===== src/rtl/mdc_pkg.sv =====
// ----------------------------------------------------------------------------
// mdc_pkg: shared types and constants of the multicast delivery checker
// Status codes, register indexes, queue entry layout and divider handshake.
// ----------------------------------------------------------------------------
package mdc_pkg;

  localparam int MAX_BLOCK_CELLS = 64;
  localparam int QUEUE_DEPTH     = 4;
  localparam int DIV_DVD_W       = 16;
  localparam int DIV_DSR_W       = 8;
  localparam int CFG_IDX_W       = 2;
  localparam int CFG_DATA_W      = 16;

  localparam logic [6:0]  POS_MAX = 7'd127;
  localparam logic [47:0] SUM_MAX = 48'hFFFF_FFFF_FFFF;
  localparam logic [31:0] CNT_MAX = 32'hFFFF_FFFF;

  // result status codes
  localparam logic [2:0] ST_OK        = 3'd0;
  localparam logic [2:0] ST_DECODE    = 3'd1;
  localparam logic [2:0] ST_STAGE     = 3'd2;
  localparam logic [2:0] ST_DEST      = 3'd3;
  localparam logic [2:0] ST_BLOCKPOS  = 3'd4;
  localparam logic [2:0] ST_MASK      = 3'd5;
  localparam logic [2:0] ST_UNCHECKED = 3'd6;
  localparam int         NUM_STATUS   = 7;

  // register indexes
  localparam logic [CFG_IDX_W-1:0] CFG_SELF_NODE    = 2'd0;
  localparam logic [CFG_IDX_W-1:0] CFG_SELF_CORE    = 2'd1;
  localparam logic [CFG_IDX_W-1:0] CFG_MESH_WIDTH   = 2'd2;
  localparam logic [CFG_IDX_W-1:0] CFG_CHECK_ENABLE = 2'd3;

  // packet kinds
  localparam logic [1:0] KIND_PLAIN = 2'd0;
  localparam logic [1:0] KIND_KEYED = 2'd1;

  typedef struct packed {
    logic [1:0]  kind;
    logic [7:0]  hops;
    logic        decode_ok;
    logic [7:0]  version;
    logic [7:0]  stage;
    logic [15:0] dest_node;
    logic [7:0]  dest_core;
    logic [15:0] block_shape;
    logic [15:0] block_number;
  } hdr_t;

  typedef struct packed {
    logic        func;
    logic        last;
    hdr_t        hdr;
    logic [31:0] mask;
  } qent_t;

  typedef struct packed {
    logic [15:0] self_node;
    logic [7:0]  self_core;
    logic [7:0]  mesh_width;
    logic        check_enable;
  } cfg_t;

  typedef struct packed {
    logic                 start;
    logic [DIV_DVD_W-1:0] dividend;
    logic [DIV_DSR_W-1:0] divisor;
  } div_req_t;

  typedef struct packed {
    logic                 done;
    logic [DIV_DVD_W-1:0] quotient;
    logic [DIV_DSR_W-1:0] remainder;
  } div_rsp_t;

endpackage


===== src/rtl/mdc_if.sv =====
// ----------------------------------------------------------------------------
// mdc_if: input and result channel interfaces
// Valid/ready channels; a beat moves when valid and ready are both high.
// ----------------------------------------------------------------------------
interface mdc_in_if;
  logic        valid;
  logic        ready;
  logic        func;
  logic [1:0]  kind;
  logic [7:0]  hop_count;
  logic        decode_ok;
  logic [7:0]  key_version;
  logic [7:0]  stage;
  logic [15:0] dest_node;
  logic [7:0]  dest_core;
  logic [15:0] block_shape;
  logic [15:0] block_number;
  logic [31:0] mask_word;
  logic        last;

  modport source (
    output valid, func, kind, hop_count, decode_ok, key_version, stage,
           dest_node, dest_core, block_shape, block_number, mask_word, last,
    input  ready
  );
  modport sink (
    input  valid, func, kind, hop_count, decode_ok, key_version, stage,
           dest_node, dest_core, block_shape, block_number, mask_word, last,
    output ready
  );
endinterface

interface mdc_out_if;
  logic        valid;
  logic        ready;
  logic [2:0]  status;
  logic [5:0]  cell_index;
  logic [1:0]  kind_seen;
  logic [31:0] kind_packet_count;
  logic [47:0] kind_hops_sum;
  logic [7:0]  kind_hops_max;

  modport source (
    output valid, status, cell_index, kind_seen, kind_packet_count,
           kind_hops_sum, kind_hops_max,
    input  ready
  );
  modport sink (
    input  valid, status, cell_index, kind_seen, kind_packet_count,
           kind_hops_sum, kind_hops_max,
    output ready
  );
endinterface


===== src/rtl/mdc_front.sv =====
// ----------------------------------------------------------------------------
// mdc_front: input front end
// Accepts beats, sorts them into header or mask entries, and queues them.
// ----------------------------------------------------------------------------
module mdc_front (
  input  logic          clk,
  input  logic          rst_n,
  mdc_in_if.sink        in_bus,
  output logic          q_valid,
  output mdc_pkg::qent_t q_head,
  input  logic          q_pop
);

  localparam int PTR_W = $clog2(mdc_pkg::QUEUE_DEPTH);
  localparam int CNT_W = $clog2(mdc_pkg::QUEUE_DEPTH + 1);

  mdc_pkg::qent_t   mem_r [mdc_pkg::QUEUE_DEPTH];
  logic [PTR_W-1:0] wr_ptr_r, wr_ptr_nxt;
  logic [PTR_W-1:0] rd_ptr_r, rd_ptr_nxt;
  logic [CNT_W-1:0] cnt_r, cnt_nxt;
  mdc_pkg::qent_t   ent;
  logic             push;
  logic             pop;

  assign in_bus.ready = (cnt_r != CNT_W'(mdc_pkg::QUEUE_DEPTH));
  assign push         = in_bus.valid && in_bus.ready;
  assign pop          = q_pop && q_valid;
  assign q_valid      = (cnt_r != '0);
  assign q_head       = mem_r[rd_ptr_r];

  always_comb begin
    ent                  = '0;
    ent.func             = in_bus.func;
    ent.last             = in_bus.last;
    ent.hdr.kind         = in_bus.kind;
    ent.hdr.hops         = in_bus.hop_count;
    ent.hdr.decode_ok    = in_bus.decode_ok;
    ent.hdr.version      = in_bus.key_version;
    ent.hdr.stage        = in_bus.stage;
    ent.hdr.dest_node    = in_bus.dest_node;
    ent.hdr.dest_core    = in_bus.dest_core;
    ent.hdr.block_shape  = in_bus.block_shape;
    ent.hdr.block_number = in_bus.block_number;
    ent.mask             = in_bus.mask_word;
  end

  always_comb begin
    wr_ptr_nxt = wr_ptr_r;
    rd_ptr_nxt = rd_ptr_r;
    cnt_nxt    = cnt_r;
    if (push) begin
      wr_ptr_nxt = (wr_ptr_r == PTR_W'(mdc_pkg::QUEUE_DEPTH - 1)) ? '0 : wr_ptr_r + 1'b1;
    end
    if (pop) begin
      rd_ptr_nxt = (rd_ptr_r == PTR_W'(mdc_pkg::QUEUE_DEPTH - 1)) ? '0 : rd_ptr_r + 1'b1;
    end
    if (push && !pop) begin
      cnt_nxt = cnt_r + 1'b1;
    end else if (pop && !push) begin
      cnt_nxt = cnt_r - 1'b1;
    end
  end

  always_ff @(posedge clk) begin
    if (!rst_n) begin
      wr_ptr_r <= '0;
      rd_ptr_r <= '0;
      cnt_r    <= '0;
    end else begin
      wr_ptr_r <= wr_ptr_nxt;
      rd_ptr_r <= rd_ptr_nxt;
      cnt_r    <= cnt_nxt;
    end
  end

  always_ff @(posedge clk) begin
    if (push) begin
      mem_r[wr_ptr_r] <= ent;
    end
  end

endmodule


===== src/rtl/mdc_div.sv =====
// ----------------------------------------------------------------------------
// mdc_div: serial restoring divider
// One quotient bit per cycle; done pulses once the last bit is in.
// ----------------------------------------------------------------------------
module mdc_div (
  input  logic              clk,
  input  logic              rst_n,
  input  mdc_pkg::div_req_t req,
  output mdc_pkg::div_rsp_t rsp
);

  localparam int DVD_W = mdc_pkg::DIV_DVD_W;
  localparam int DSR_W = mdc_pkg::DIV_DSR_W;
  localparam int CNT_W = $clog2(DVD_W);

  logic             busy_r;
  logic             done_r;
  logic [CNT_W-1:0] cnt_r;
  logic [DVD_W-1:0] quo_r;
  logic [DSR_W:0]   rem_r;
  logic [DSR_W-1:0] dsr_r;

  logic [DSR_W:0]   shifted;
  logic             ge;
  logic [DSR_W:0]   rem_nxt;
  logic [DVD_W-1:0] quo_nxt;

  assign shifted = {rem_r[DSR_W-1:0], quo_r[DVD_W-1]};
  assign ge      = (shifted >= {1'b0, dsr_r});
  assign rem_nxt = ge ? (shifted - {1'b0, dsr_r}) : shifted;
  assign quo_nxt = {quo_r[DVD_W-2:0], ge};

  always_ff @(posedge clk) begin
    if (!rst_n) begin
      busy_r <= 1'b0;
      done_r <= 1'b0;
      cnt_r  <= '0;
    end else begin
      done_r <= 1'b0;
      if (req.start) begin
        busy_r <= 1'b1;
        cnt_r  <= '0;
      end else if (busy_r) begin
        cnt_r <= cnt_r + 1'b1;
        if (cnt_r == CNT_W'(DVD_W - 1)) begin
          busy_r <= 1'b0;
          done_r <= 1'b1;
        end
      end
    end
  end

  always_ff @(posedge clk) begin
    if (req.start) begin
      quo_r <= req.dividend;
      rem_r <= '0;
      dsr_r <= req.divisor;
    end else if (busy_r) begin
      quo_r <= quo_nxt;
      rem_r <= rem_nxt;
    end
  end

  assign rsp.done      = done_r;
  assign rsp.quotient  = quo_r;
  assign rsp.remainder = rem_r[DSR_W-1:0];

endmodule


===== src/rtl/mdc_back.sv =====
// ----------------------------------------------------------------------------
// mdc_back: packet execution back end
// Holds the header, works out the cell position, captures the mask word,
// keeps the saturating counters and drives the result register.
// ----------------------------------------------------------------------------
module mdc_back (
  input  logic              clk,
  input  logic              rst_n,
  input  mdc_pkg::cfg_t     cfg,
  input  logic              cfg_touch,
  input  logic              q_valid,
  input  mdc_pkg::qent_t    q_head,
  output logic              q_pop,
  output mdc_pkg::div_req_t div_req,
  input  mdc_pkg::div_rsp_t div_rsp,
  mdc_out_if.source         out_bus
);

  typedef enum logic [6:0] {
    S_IDLE = 7'b0000001,
    S_DIV1 = 7'b0000010,
    S_DIV2 = 7'b0000100,
    S_DIV3 = 7'b0001000,
    S_MUL  = 7'b0010000,
    S_CHK  = 7'b0100000,
    S_IDX  = 7'b1000000
  } bstate_t;

  bstate_t        state_r, state_nxt;
  mdc_pkg::hdr_t  hdr_r;
  logic [6:0]     pos_r, pos_nxt;
  logic [31:0]    chosen_r, chosen_nxt;
  logic           pos_valid_r, pos_valid_nxt;
  logic           fin_pend_r, fin_pend_nxt;

  // position datapath
  logic [7:0]     sx_r, blkw_r, br_r;
  logic [15:0]    sy_r, bq_r, x0_r, cells_r, lx_r, ly_r;
  logic [23:0]    y0_r;
  logic           ok_lo_r, ok_in_r;
  logic [2:0]     pos_status_r;
  logic [7:0]     idx_r;

  // counters
  logic [31:0]    pkt_cnt_r [2];
  logic [47:0]    hop_sum_r [2];
  logic [7:0]     hop_max_r [2];
  logic [31:0]    verdict_r [mdc_pkg::NUM_STATUS];

  // result register
  logic           out_valid_r, out_valid_nxt;
  logic [2:0]     out_status_r;
  logic [5:0]     out_cell_r;
  logic [1:0]     out_kind_r;
  logic [31:0]    out_cnt_r;
  logic [47:0]    out_sum_r;
  logic [7:0]     out_max_r;

  logic           out_free;
  logic           hdr_load;
  logic           fin_now;
  logic           capture;
  logic [31:0]    use_chosen;

  logic [7:0]     bw, bh;
  logic           fail_dec, fail_stg, fail_dst;
  logic [15:0]    x0_prod, cells_prod, i_prod, i_val;
  logic [23:0]    y0_prod;
  logic           ok_lo;
  logic [15:0]    lx, ly;
  logic [23:0]    ly_wide;
  logic [2:0]     pos_status;

  assign bw = hdr_r.block_shape[15:8];
  assign bh = hdr_r.block_shape[7:0];

  assign fail_dec = !hdr_r.decode_ok || (hdr_r.version != 8'd1 && hdr_r.version != 8'd2);
  assign fail_stg = (hdr_r.stage != 8'd1);
  assign fail_dst = (hdr_r.dest_node != cfg.self_node) || (hdr_r.dest_core != cfg.self_core);

  assign x0_prod    = br_r * bw;
  assign y0_prod    = bq_r * bh;
  assign cells_prod = bw * bh;

  assign ok_lo   = ({8'b0, sx_r} >= x0_r) && ({8'b0, sy_r} >= y0_r);
  assign lx      = {8'b0, sx_r} - x0_r;
  assign ly_wide = {8'b0, sy_r} - y0_r;
  assign ly      = ly_wide[15:0];

  assign i_prod = ly_r[7:0] * bw;
  assign i_val  = i_prod + {8'b0, lx_r[7:0]};

  // checks in order; the first failure wins
  always_comb begin
    if (fail_dec) begin
      pos_status = mdc_pkg::ST_DECODE;
    end else if (fail_stg) begin
      pos_status = mdc_pkg::ST_STAGE;
    end else if (fail_dst) begin
      pos_status = mdc_pkg::ST_DEST;
    end else if (cfg.mesh_width == 8'd0 || bw == 8'd0 || bh == 8'd0 ||
                 cells_r > 16'(mdc_pkg::MAX_BLOCK_CELLS) || blkw_r == 8'd0 ||
                 !ok_lo_r || !ok_in_r || i_val >= cells_r ||
                 i_val >= 16'(mdc_pkg::MAX_BLOCK_CELLS)) begin
      pos_status = mdc_pkg::ST_BLOCKPOS;
    end else begin
      pos_status = mdc_pkg::ST_OK;
    end
  end

  assign out_free = !out_valid_r || out_bus.ready;
  assign capture  = (pos_status_r == mdc_pkg::ST_OK) && (pos_r != mdc_pkg::POS_MAX) &&
                    ({1'b0, pos_r} == idx_r);

  // sequencer
  always_comb begin
    state_nxt     = state_r;
    pos_nxt       = pos_r;
    chosen_nxt    = chosen_r;
    pos_valid_nxt = pos_valid_r;
    fin_pend_nxt  = fin_pend_r;
    hdr_load      = 1'b0;
    q_pop         = 1'b0;
    fin_now       = 1'b0;
    use_chosen    = chosen_r;
    div_req       = '0;
    out_valid_nxt = out_valid_r && !out_bus.ready;

    case (state_r)
      S_IDLE: begin
        if (fin_pend_r) begin
          // header that also ended its packet
          if (!pos_valid_r) begin
            div_req.start    = 1'b1;
            div_req.dividend = cfg.self_node;
            div_req.divisor  = cfg.mesh_width;
            state_nxt        = S_DIV1;
          end else if (out_free) begin
            fin_now      = 1'b1;
            fin_pend_nxt = 1'b0;
          end
        end else if (q_valid && !q_head.func) begin
          q_pop         = 1'b1;
          hdr_load      = 1'b1;
          pos_nxt       = '0;
          chosen_nxt    = '0;
          pos_valid_nxt = 1'b0;
          fin_pend_nxt  = q_head.last;
        end else if (q_valid) begin
          if (!pos_valid_r) begin
            div_req.start    = 1'b1;
            div_req.dividend = cfg.self_node;
            div_req.divisor  = cfg.mesh_width;
            state_nxt        = S_DIV1;
          end else if (!q_head.last || out_free) begin
            q_pop = 1'b1;
            if (capture) begin
              use_chosen = q_head.mask;
            end
            chosen_nxt = use_chosen;
            if (pos_r != mdc_pkg::POS_MAX) begin
              pos_nxt = pos_r + 7'd1;
            end
            fin_now = q_head.last;
          end
        end
      end
      S_DIV1: begin
        if (div_rsp.done) begin
          div_req.start    = 1'b1;
          div_req.dividend = {8'b0, cfg.mesh_width};
          div_req.divisor  = bw;
          state_nxt        = S_DIV2;
        end
      end
      S_DIV2: begin
        if (div_rsp.done) begin
          div_req.start    = 1'b1;
          div_req.dividend = hdr_r.block_number;
          div_req.divisor  = div_rsp.quotient[7:0];
          state_nxt        = S_DIV3;
        end
      end
      S_DIV3: begin
        if (div_rsp.done) begin
          state_nxt = S_MUL;
        end
      end
      S_MUL: begin
        state_nxt = S_CHK;
      end
      S_CHK: begin
        state_nxt = S_IDX;
      end
      S_IDX: begin
        pos_valid_nxt = 1'b1;
        state_nxt     = S_IDLE;
      end
      default: begin
        state_nxt = S_IDLE;
      end
    endcase

    if (fin_now) begin
      pos_nxt       = '0;
      chosen_nxt    = '0;
      out_valid_nxt = 1'b1;
    end
    // new settings invalidate the cached position
    if (cfg_touch) begin
      pos_valid_nxt = 1'b0;
    end
  end

  // finish datapath
  logic        counted;
  logic        kix;
  logic [31:0] cnt_new;
  logic [48:0] sum_wide;
  logic [47:0] sum_new;
  logic [7:0]  max_new;
  logic [2:0]  fin_status;
  logic [5:0]  fin_cell;

  assign counted  = (hdr_r.kind == mdc_pkg::KIND_PLAIN) || (hdr_r.kind == mdc_pkg::KIND_KEYED);
  assign kix      = hdr_r.kind[0];
  assign cnt_new  = (pkt_cnt_r[kix] == mdc_pkg::CNT_MAX) ? pkt_cnt_r[kix] : pkt_cnt_r[kix] + 32'd1;
  assign sum_wide = {1'b0, hop_sum_r[kix]} + {41'b0, hdr_r.hops};
  assign sum_new  = sum_wide[48] ? mdc_pkg::SUM_MAX : sum_wide[47:0];
  assign max_new  = (hdr_r.hops > hop_max_r[kix]) ? hdr_r.hops : hop_max_r[kix];

  always_comb begin
    fin_status = mdc_pkg::ST_UNCHECKED;
    fin_cell   = '0;
    if (hdr_r.kind == mdc_pkg::KIND_KEYED && cfg.check_enable) begin
      fin_status = pos_status_r;
      if (pos_status_r == mdc_pkg::ST_OK) begin
        fin_cell = idx_r[5:0];
        if (hdr_r.dest_core >= 8'd32 || !use_chosen[hdr_r.dest_core[4:0]]) begin
          fin_status = mdc_pkg::ST_MASK;
        end
      end
    end
  end

  always_ff @(posedge clk) begin
    if (!rst_n) begin
      state_r     <= S_IDLE;
      pos_r       <= '0;
      chosen_r    <= '0;
      pos_valid_r <= 1'b0;
      fin_pend_r  <= 1'b0;
      out_valid_r <= 1'b0;
      for (int k = 0; k < 2; k++) begin
        pkt_cnt_r[k] <= '0;
        hop_sum_r[k] <= '0;
        hop_max_r[k] <= '0;
      end
      for (int k = 0; k < mdc_pkg::NUM_STATUS; k++) begin
        verdict_r[k] <= '0;
      end
    end else begin
      state_r     <= state_nxt;
      pos_r       <= pos_nxt;
      chosen_r    <= chosen_nxt;
      pos_valid_r <= pos_valid_nxt;
      fin_pend_r  <= fin_pend_nxt;
      out_valid_r <= out_valid_nxt;
      if (fin_now && counted) begin
        pkt_cnt_r[kix] <= cnt_new;
        hop_sum_r[kix] <= sum_new;
        hop_max_r[kix] <= max_new;
      end
      if (fin_now && hdr_r.kind == mdc_pkg::KIND_KEYED &&
          verdict_r[fin_status] != mdc_pkg::CNT_MAX) begin
        verdict_r[fin_status] <= verdict_r[fin_status] + 32'd1;
      end
    end
  end

  always_ff @(posedge clk) begin
    if (hdr_load) begin
      hdr_r <= q_head.hdr;
    end
    if (state_r == S_DIV1 && div_rsp.done) begin
      sx_r <= div_rsp.remainder;
      sy_r <= div_rsp.quotient;
    end
    if (state_r == S_DIV2 && div_rsp.done) begin
      blkw_r <= div_rsp.quotient[7:0];
    end
    if (state_r == S_DIV3 && div_rsp.done) begin
      bq_r <= div_rsp.quotient;
      br_r <= div_rsp.remainder;
    end
    if (state_r == S_MUL) begin
      x0_r    <= x0_prod;
      y0_r    <= y0_prod;
      cells_r <= cells_prod;
    end
    if (state_r == S_CHK) begin
      lx_r    <= lx;
      ly_r    <= ly;
      ok_lo_r <= ok_lo;
      ok_in_r <= ok_lo && (lx < {8'b0, bw}) && (ly < {8'b0, bh});
    end
    if (state_r == S_IDX) begin
      pos_status_r <= pos_status;
      idx_r        <= i_val[7:0];
    end
    if (fin_now) begin
      out_status_r <= fin_status;
      out_cell_r   <= fin_cell;
      out_kind_r   <= hdr_r.kind;
      out_cnt_r    <= counted ? cnt_new : 32'd0;
      out_sum_r    <= counted ? sum_new : 48'd0;
      out_max_r    <= counted ? max_new : 8'd0;
    end
  end

  assign out_bus.valid             = out_valid_r;
  assign out_bus.status            = out_status_r;
  assign out_bus.cell_index        = out_cell_r;
  assign out_bus.kind_seen         = out_kind_r;
  assign out_bus.kind_packet_count = out_cnt_r;
  assign out_bus.kind_hops_sum     = out_sum_r;
  assign out_bus.kind_hops_max     = out_max_r;

endmodule


===== src/rtl/multicast_delivery_checker_core.sv =====
// ----------------------------------------------------------------------------
// multicast_delivery_checker_core: receive-side multicast delivery checker
// Counts packets and hops per kind and checks keyed packets against this node.
// ----------------------------------------------------------------------------
// Path: an accepted beat is queued; a packet-ending beat goes on to the result
//   register when the cell position is already known. Headers and mask words
//   retire 1 per cycle, a packet end only if the result register is free;
//   after a header or register write the first mask word (or header-only
//   packet) waits for three 16-step serial divisions, multiply and compare.
// Reset: synchronous, active low; counters clear, registers take defaults
//   (check_enable = 1), queue empties. No clearing pass.
module multicast_delivery_checker_core (
  input  logic                             clk,
  input  logic                             rst_n,
  mdc_in_if.sink                           in_bus,
  mdc_out_if.source                        out_bus,
  input  logic                             cfg_we,
  input  logic [mdc_pkg::CFG_IDX_W-1:0]    cfg_index,
  input  logic [mdc_pkg::CFG_DATA_W-1:0]   cfg_data
);

  // configuration registers
  mdc_pkg::cfg_t cfg_r;

  always_ff @(posedge clk) begin
    if (!rst_n) begin
      cfg_r              <= '0;
      cfg_r.check_enable <= 1'b1;
    end else if (cfg_we) begin
      case (cfg_index)
        mdc_pkg::CFG_SELF_NODE:    cfg_r.self_node    <= cfg_data;
        mdc_pkg::CFG_SELF_CORE:    cfg_r.self_core    <= cfg_data[7:0];
        mdc_pkg::CFG_MESH_WIDTH:   cfg_r.mesh_width   <= cfg_data[7:0];
        mdc_pkg::CFG_CHECK_ENABLE: cfg_r.check_enable <= cfg_data[0];
        default: begin
        end
      endcase
    end
  end

  // front: accept and queue beats
  logic              q_valid;
  mdc_pkg::qent_t    q_head;
  logic              q_pop;

  mdc_front u_front (
    .clk     (clk),
    .rst_n   (rst_n),
    .in_bus  (in_bus),
    .q_valid (q_valid),
    .q_head  (q_head),
    .q_pop   (q_pop)
  );

  // shared divider for the position math
  mdc_pkg::div_req_t div_req;
  mdc_pkg::div_rsp_t div_rsp;

  mdc_div u_div (
    .clk   (clk),
    .rst_n (rst_n),
    .req   (div_req),
    .rsp   (div_rsp)
  );

  // back: position, mask capture, counters, result register
  mdc_back u_back (
    .clk       (clk),
    .rst_n     (rst_n),
    .cfg       (cfg_r),
    .cfg_touch (cfg_we),
    .q_valid   (q_valid),
    .q_head    (q_head),
    .q_pop     (q_pop),
    .div_req   (div_req),
    .div_rsp   (div_rsp),
    .out_bus   (out_bus)
  );

endmodule


===== src/flat_wrapper.sv =====
// flat-port wrapper written by rule: the top's interface ports become plain ports
module multicast_delivery_checker_core_flat 
  (clk, rst_n, cfg_we, cfg_index, cfg_data, in_bus_valid, in_bus_func, in_bus_kind, in_bus_hop_count, in_bus_decode_ok, in_bus_key_version, in_bus_stage, in_bus_dest_node, in_bus_dest_core, in_bus_block_shape, in_bus_block_number, in_bus_mask_word, in_bus_last, in_bus_ready, out_bus_valid, out_bus_status, out_bus_cell_index, out_bus_kind_seen, out_bus_kind_packet_count, out_bus_kind_hops_sum, out_bus_kind_hops_max, out_bus_ready);
  mdc_in_if in_bus_i ();
  mdc_out_if out_bus_i ();
  input  logic clk;
  input  logic rst_n;
  input  logic cfg_we;
  input  logic [mdc_pkg::CFG_IDX_W-1:0] cfg_index;
  input  logic [mdc_pkg::CFG_DATA_W-1:0] cfg_data;
  input wire logic [$bits(in_bus_i.valid)-1:0] in_bus_valid;
  input wire logic [$bits(in_bus_i.func)-1:0] in_bus_func;
  input wire logic [$bits(in_bus_i.kind)-1:0] in_bus_kind;
  input wire logic [$bits(in_bus_i.hop_count)-1:0] in_bus_hop_count;
  input wire logic [$bits(in_bus_i.decode_ok)-1:0] in_bus_decode_ok;
  input wire logic [$bits(in_bus_i.key_version)-1:0] in_bus_key_version;
  input wire logic [$bits(in_bus_i.stage)-1:0] in_bus_stage;
  input wire logic [$bits(in_bus_i.dest_node)-1:0] in_bus_dest_node;
  input wire logic [$bits(in_bus_i.dest_core)-1:0] in_bus_dest_core;
  input wire logic [$bits(in_bus_i.block_shape)-1:0] in_bus_block_shape;
  input wire logic [$bits(in_bus_i.block_number)-1:0] in_bus_block_number;
  input wire logic [$bits(in_bus_i.mask_word)-1:0] in_bus_mask_word;
  input wire logic [$bits(in_bus_i.last)-1:0] in_bus_last;
  output wire logic [$bits(in_bus_i.ready)-1:0] in_bus_ready;
  output wire logic [$bits(out_bus_i.valid)-1:0] out_bus_valid;
  output wire logic [$bits(out_bus_i.status)-1:0] out_bus_status;
  output wire logic [$bits(out_bus_i.cell_index)-1:0] out_bus_cell_index;
  output wire logic [$bits(out_bus_i.kind_seen)-1:0] out_bus_kind_seen;
  output wire logic [$bits(out_bus_i.kind_packet_count)-1:0] out_bus_kind_packet_count;
  output wire logic [$bits(out_bus_i.kind_hops_sum)-1:0] out_bus_kind_hops_sum;
  output wire logic [$bits(out_bus_i.kind_hops_max)-1:0] out_bus_kind_hops_max;
  input wire logic [$bits(out_bus_i.ready)-1:0] out_bus_ready;
  assign in_bus_i.valid = in_bus_valid;
  assign in_bus_i.func = in_bus_func;
  assign in_bus_i.kind = in_bus_kind;
  assign in_bus_i.hop_count = in_bus_hop_count;
  assign in_bus_i.decode_ok = in_bus_decode_ok;
  assign in_bus_i.key_version = in_bus_key_version;
  assign in_bus_i.stage = in_bus_stage;
  assign in_bus_i.dest_node = in_bus_dest_node;
  assign in_bus_i.dest_core = in_bus_dest_core;
  assign in_bus_i.block_shape = in_bus_block_shape;
  assign in_bus_i.block_number = in_bus_block_number;
  assign in_bus_i.mask_word = in_bus_mask_word;
  assign in_bus_i.last = in_bus_last;
  assign in_bus_ready = in_bus_i.ready;
  assign out_bus_valid = out_bus_i.valid;
  assign out_bus_status = out_bus_i.status;
  assign out_bus_cell_index = out_bus_i.cell_index;
  assign out_bus_kind_seen = out_bus_i.kind_seen;
  assign out_bus_kind_packet_count = out_bus_i.kind_packet_count;
  assign out_bus_kind_hops_sum = out_bus_i.kind_hops_sum;
  assign out_bus_kind_hops_max = out_bus_i.kind_hops_max;
  assign out_bus_i.ready = out_bus_ready;
  multicast_delivery_checker_core u_core (.clk(clk), .rst_n(rst_n), .in_bus(in_bus_i), .out_bus(out_bus_i), .cfg_we(cfg_we), .cfg_index(cfg_index), .cfg_data(cfg_data));
endmodule

===== config.mk =====
export PLATFORM = sky130hd
export DESIGN_NAME = multicast_delivery_checker_core_flat
export DESIGN_NICKNAME = d
export VERILOG_FILES = /design/src/rtl/mdc_pkg.sv /design/src/rtl/mdc_if.sv /design/src/rtl/mdc_front.sv /design/src/rtl/mdc_div.sv /design/src/rtl/mdc_back.sv /design/src/rtl/multicast_delivery_checker_core.sv /design/src/flat_wrapper.sv
export SDC_FILE = /design/constraint.sdc
export NUM_CORES = 2
export LEC_CHECK = 0
export BUFFER_PORTS_ARGS = -buffer_cell sky130_fd_sc_hd__buf_4
export CORE_ASPECT_RATIO = 0.75
export CORE_UTILIZATION = 35
export CTS_BUF_LIST = sky130_fd_sc_hd__clkbuf_16
export DETAILED_ROUTE_END_ITERATION = 8
export GPL_ROUTABILITY_DRIVEN = 1
export PLACE_DENSITY = 0.51
export SYNTH_ARGS = -nofsm -noshare
export SYNTH_HDL_FRONTEND = slang
export SYNTH_HIERARCHICAL = 1
export SYNTH_SLANG_ARGS = --single-unit
export TNS_END_PERCENT = 20

===== constraint.sdc =====
create_clock -name clk -period 12.8 [get_ports clk]
set_input_delay 0.64 -clock clk [delete_from_list [all_inputs] [get_ports clk]]
set_output_delay 0.64 -clock clk [all_outputs]
set_load 0.02 [all_outputs]

==> qor.yml <==
finish:
  fillers: 14840
  register_area_sq_mm: 0.03189
  nets: 5030
  multi_input_area_sq_mm: 0.02211
  area_delta_synth_final_pct: 14.16
  drive_gt1_share_pct: 15.29
sta:
  min_period_over_period_pct: 59.39
  rsz0062_at_grt: "no"
  fin_skew_ns: 0.05386
  slew_headroom_pct: 20.73
  layout_setup_ws_ns: 5.199
  finalSetupViolations: 0
  whs_ns: 0.07928
  tns_ns: 0
  hold_viol: 0
  tightest_slew_ns: 1.189
  slew_violations: 0
  fmax_ghz: 0.1316
  fin_crit_ns: 7.601
worst_setup_path:
  path_max_fanout: 21
  end_kind: "flop"
  cp-start-kind: "flop"
  r2r-start: "u_core/u_back/bw[7]$_DFFE_PP_"
  crit_start: "u_core/u_back/bw[7]$_DFFE_PP_"
  arrival_ns: 8.07
  critPathRequiredTime_ns: 13.26
  critPathKind: "flop to flop"
place:
  portBuffers: 240
  pre_cts_slack_ns: 5.322
  routabilityCongestion: 0.8376
  dp_hpwl_um: 96380
power_and_ir_drop:
  p_leak_nw: 24.25
  ir_worst_vdd_mv: 0.1981
  power_density_mw_per_mm2: 237.5
clock_tree:
  clk_pin_slew_ns: 0.07
  cts_buffer_depth: 3
  cts.repair.resized: 0
  insertion_delay_ns: 0.76
  hold_buffers: 0
  cts_tree: "yes"
  cts_inserted_buffers: 115
  post_cts_buffers: 0
  cts_sinks: 1097
  cts_max_level: 3
  root_buffer: "clkbuf_16"
synthesis:
  synth_top_area_cell: "edfxtp_1"
  ys_seq_area_share_pct: 56.80
  synthDistinctLibCells: 99
  synth_area_per_cell_sq_um: 13.38
  ys_ff_latch: 1097
  synthTopCellsByCount: "991 x edfxtp_1, 414 x nor2_1, 387 x inv_1"
  syn_area_sq_mm: 0.05613
  async_reset_ff_share_pct: 0
  yosysMostFrequentCell: "edfxtp_1"
  synth_edf_count: 991
  ys_warn_count: 6
  synth-main-ff-cell: "edfxtp_1"
  netlist_instances: 4196
  yosys-top-cells-area: "edfxtp_1 53%, fa_1 7.3%, ha_1 5.3%"
  synth_top_area_share_pct: 53.01
  synth_nets: 4780
grt:
  grt_max_degree: 89
  grt_pass1_wl_um: 213300
  grt_usage_pct: 17.30
  grt_pass1_vias: 33840
  grt_overflow: 0
  antenna_found_initial: 35
worst_hold_path:
  hold_path_class: "input pin to flop"
  worstHoldStart: "in_bus_dest_core[3]"
floorplanning:
  chipHeight_um: 348.8
  die_area_sq_mm: 0.1620
  die_width_um: 464.4
  num_io_pins: 241
  core_sq_mm: 0.1583
  rows: 126
  initial_core_util_pct: 35.46
routing:
  num_vias: 33400
  drcViolationCount: 0
  ant_nets: 0
  vias_per_cell: 5.007
  wl_per_cell_um: 20.98
  first_iter_violations: 2439
  wirelength_um: 139900
  dr.pass1.iters: 9
run:
  cap_violations: 0
status:
  status: "finished clean"
-- power breakdown --
part           switching, mW  leakage (nW)  internal, mW
Sequential             0.287          10.2          4.66
Combinational           4.04          12.1          2.95
Clock                   1.44          1.97          1.85
-- stage by stage --
step,total power [mW],std cells,utilization (%),cell area [sq um]
3_3_place_gp,12.02,6441,38.11,60320
6_report,15.22,6670,40.48,64080
5_1_grt,16.47,6665,40.48,64070
2_1_floorplan,10.27,4196,-,56130
3_5_place_dp,12.02,6441,38.11,60320
4_1_cts,15.42,6657,40.46,64050
-- kinds of logic (layout without fill, tap and decap cells) --
logic type	count (synthesis)	count (layout)	synth area share [%]
and+or+nand+nor	1197	1197	10.35
DFF	1097	1097	56.80
buffers and inverters	551	900	4.026
AOI/OAI and AO/OA	449	449	5.405
adders and majority gates	444	444	12.64
muxes	279	279	7.989
xor gates and xnor gates	179	179	2.793
other	0	13	0
-- flip-flops by register name, indices dropped and copies added, names as in the netlist, 24 cells and up, named ones only --
name / flops
u_core/u_back/out_bus.kind_packet_count: 32
u_core/u_back/chosen_r: 32
u_core/u_back/pkt_cnt_r: 64
u_core/u_front/mem_r: 468
u_core/cfg_r: 33
u_core/u_back/y0_r: 24
u_core/u_back/hdr_r: 67
u_core/u_back/out_bus.kind_hops_sum: 48
u_core/u_back/hop_sum_r: 96
-- path summary, 6_finish.rpt --
| check | end | slack, ns | depth (start not counted) |
|---|---|---|---|
| worst min register to register | u_core/u_back/chosen_r[4]$_SDFFE_PP0P_ | 0.46 | 2 |
| worst min-delay path | u_core/u_front/mem_r[0][67]$_DFFE_PP_ | 0.08 | 1 |
| worst max-delay path | u_core/u_back/pos_status_r[2]$_SDFFCE_PP0P_ | 5.20 | 25 |
| worst max register to register | u_core/u_back/pos_status_r[2]$_SDFFCE_PP0P_ | 5.20 | 25 |
-- layout by cell type (no fill, tap or decap), types with 25 or more instances in the layout --
cell / instances
edfxtp_1: 991
inv_1: 425
nor2_1: 410
buf_4: 295
nand2_1: 292
ha_1: 239
fa_1: 205
and2_1: 163
a21oi_1: 142
mux4_2: 130
clkbuf_16: 118
xnor2_1: 104
dfxtp_1: 103
mux2i_1: 97
xor2_1: 75
o21ai_0: 63
nand3_1: 57
mux2_2: 52
nor2b_1: 46
nor3_1: 42
a22oi_1: 33
nand3b_1: 28
clkinv_2: 25
-- metal layers --
metal  wire, um  GRT usage, %  up-vias
met2      61630         25.92      713
li1           -             -    15560
met3       8468         3.924      202
met4       3226         4.879       34
met1      66400         25.02    16890
met5        198             0        -
-- final cells by class --
cell class,instances,area share (%)
flip-flops and latches,1097,49.77
multi-input cells,2548,34.50
clock buffers,118,4.608
well taps,2112,4.124
repair buffers,295,3.456
inverters,389,2.279
clock inverters,98,1.211
diodes,13,0.05077
-- worst max-delay path: stages (launching register included) --
cell and delay [ns]:
edfxtp_1 0.90, nand2_1 0.18, fa_1 0.54, fa_1 0.53
fa_1 0.53, fa_1 0.55, inv_1 0.04, ha_1 0.37
and2_1 0.18, o21ai_0 0.19, nand3_1 0.15, and3_1 0.22
o21a_1 0.18, nor3_1 0.14, o21bai_1 0.11, xor2_1 0.22
inv_1 0.07, ha_1 0.17, or4_1 0.40, a311oi_1 0.28
nand4_1 0.14, or4_1 0.49, nor3_1 0.16, o21ai_0 0.12
nor4b_1 0.29, a311oi_1 0.13
No activity file was read; power rests on OpenSTA's default activity.
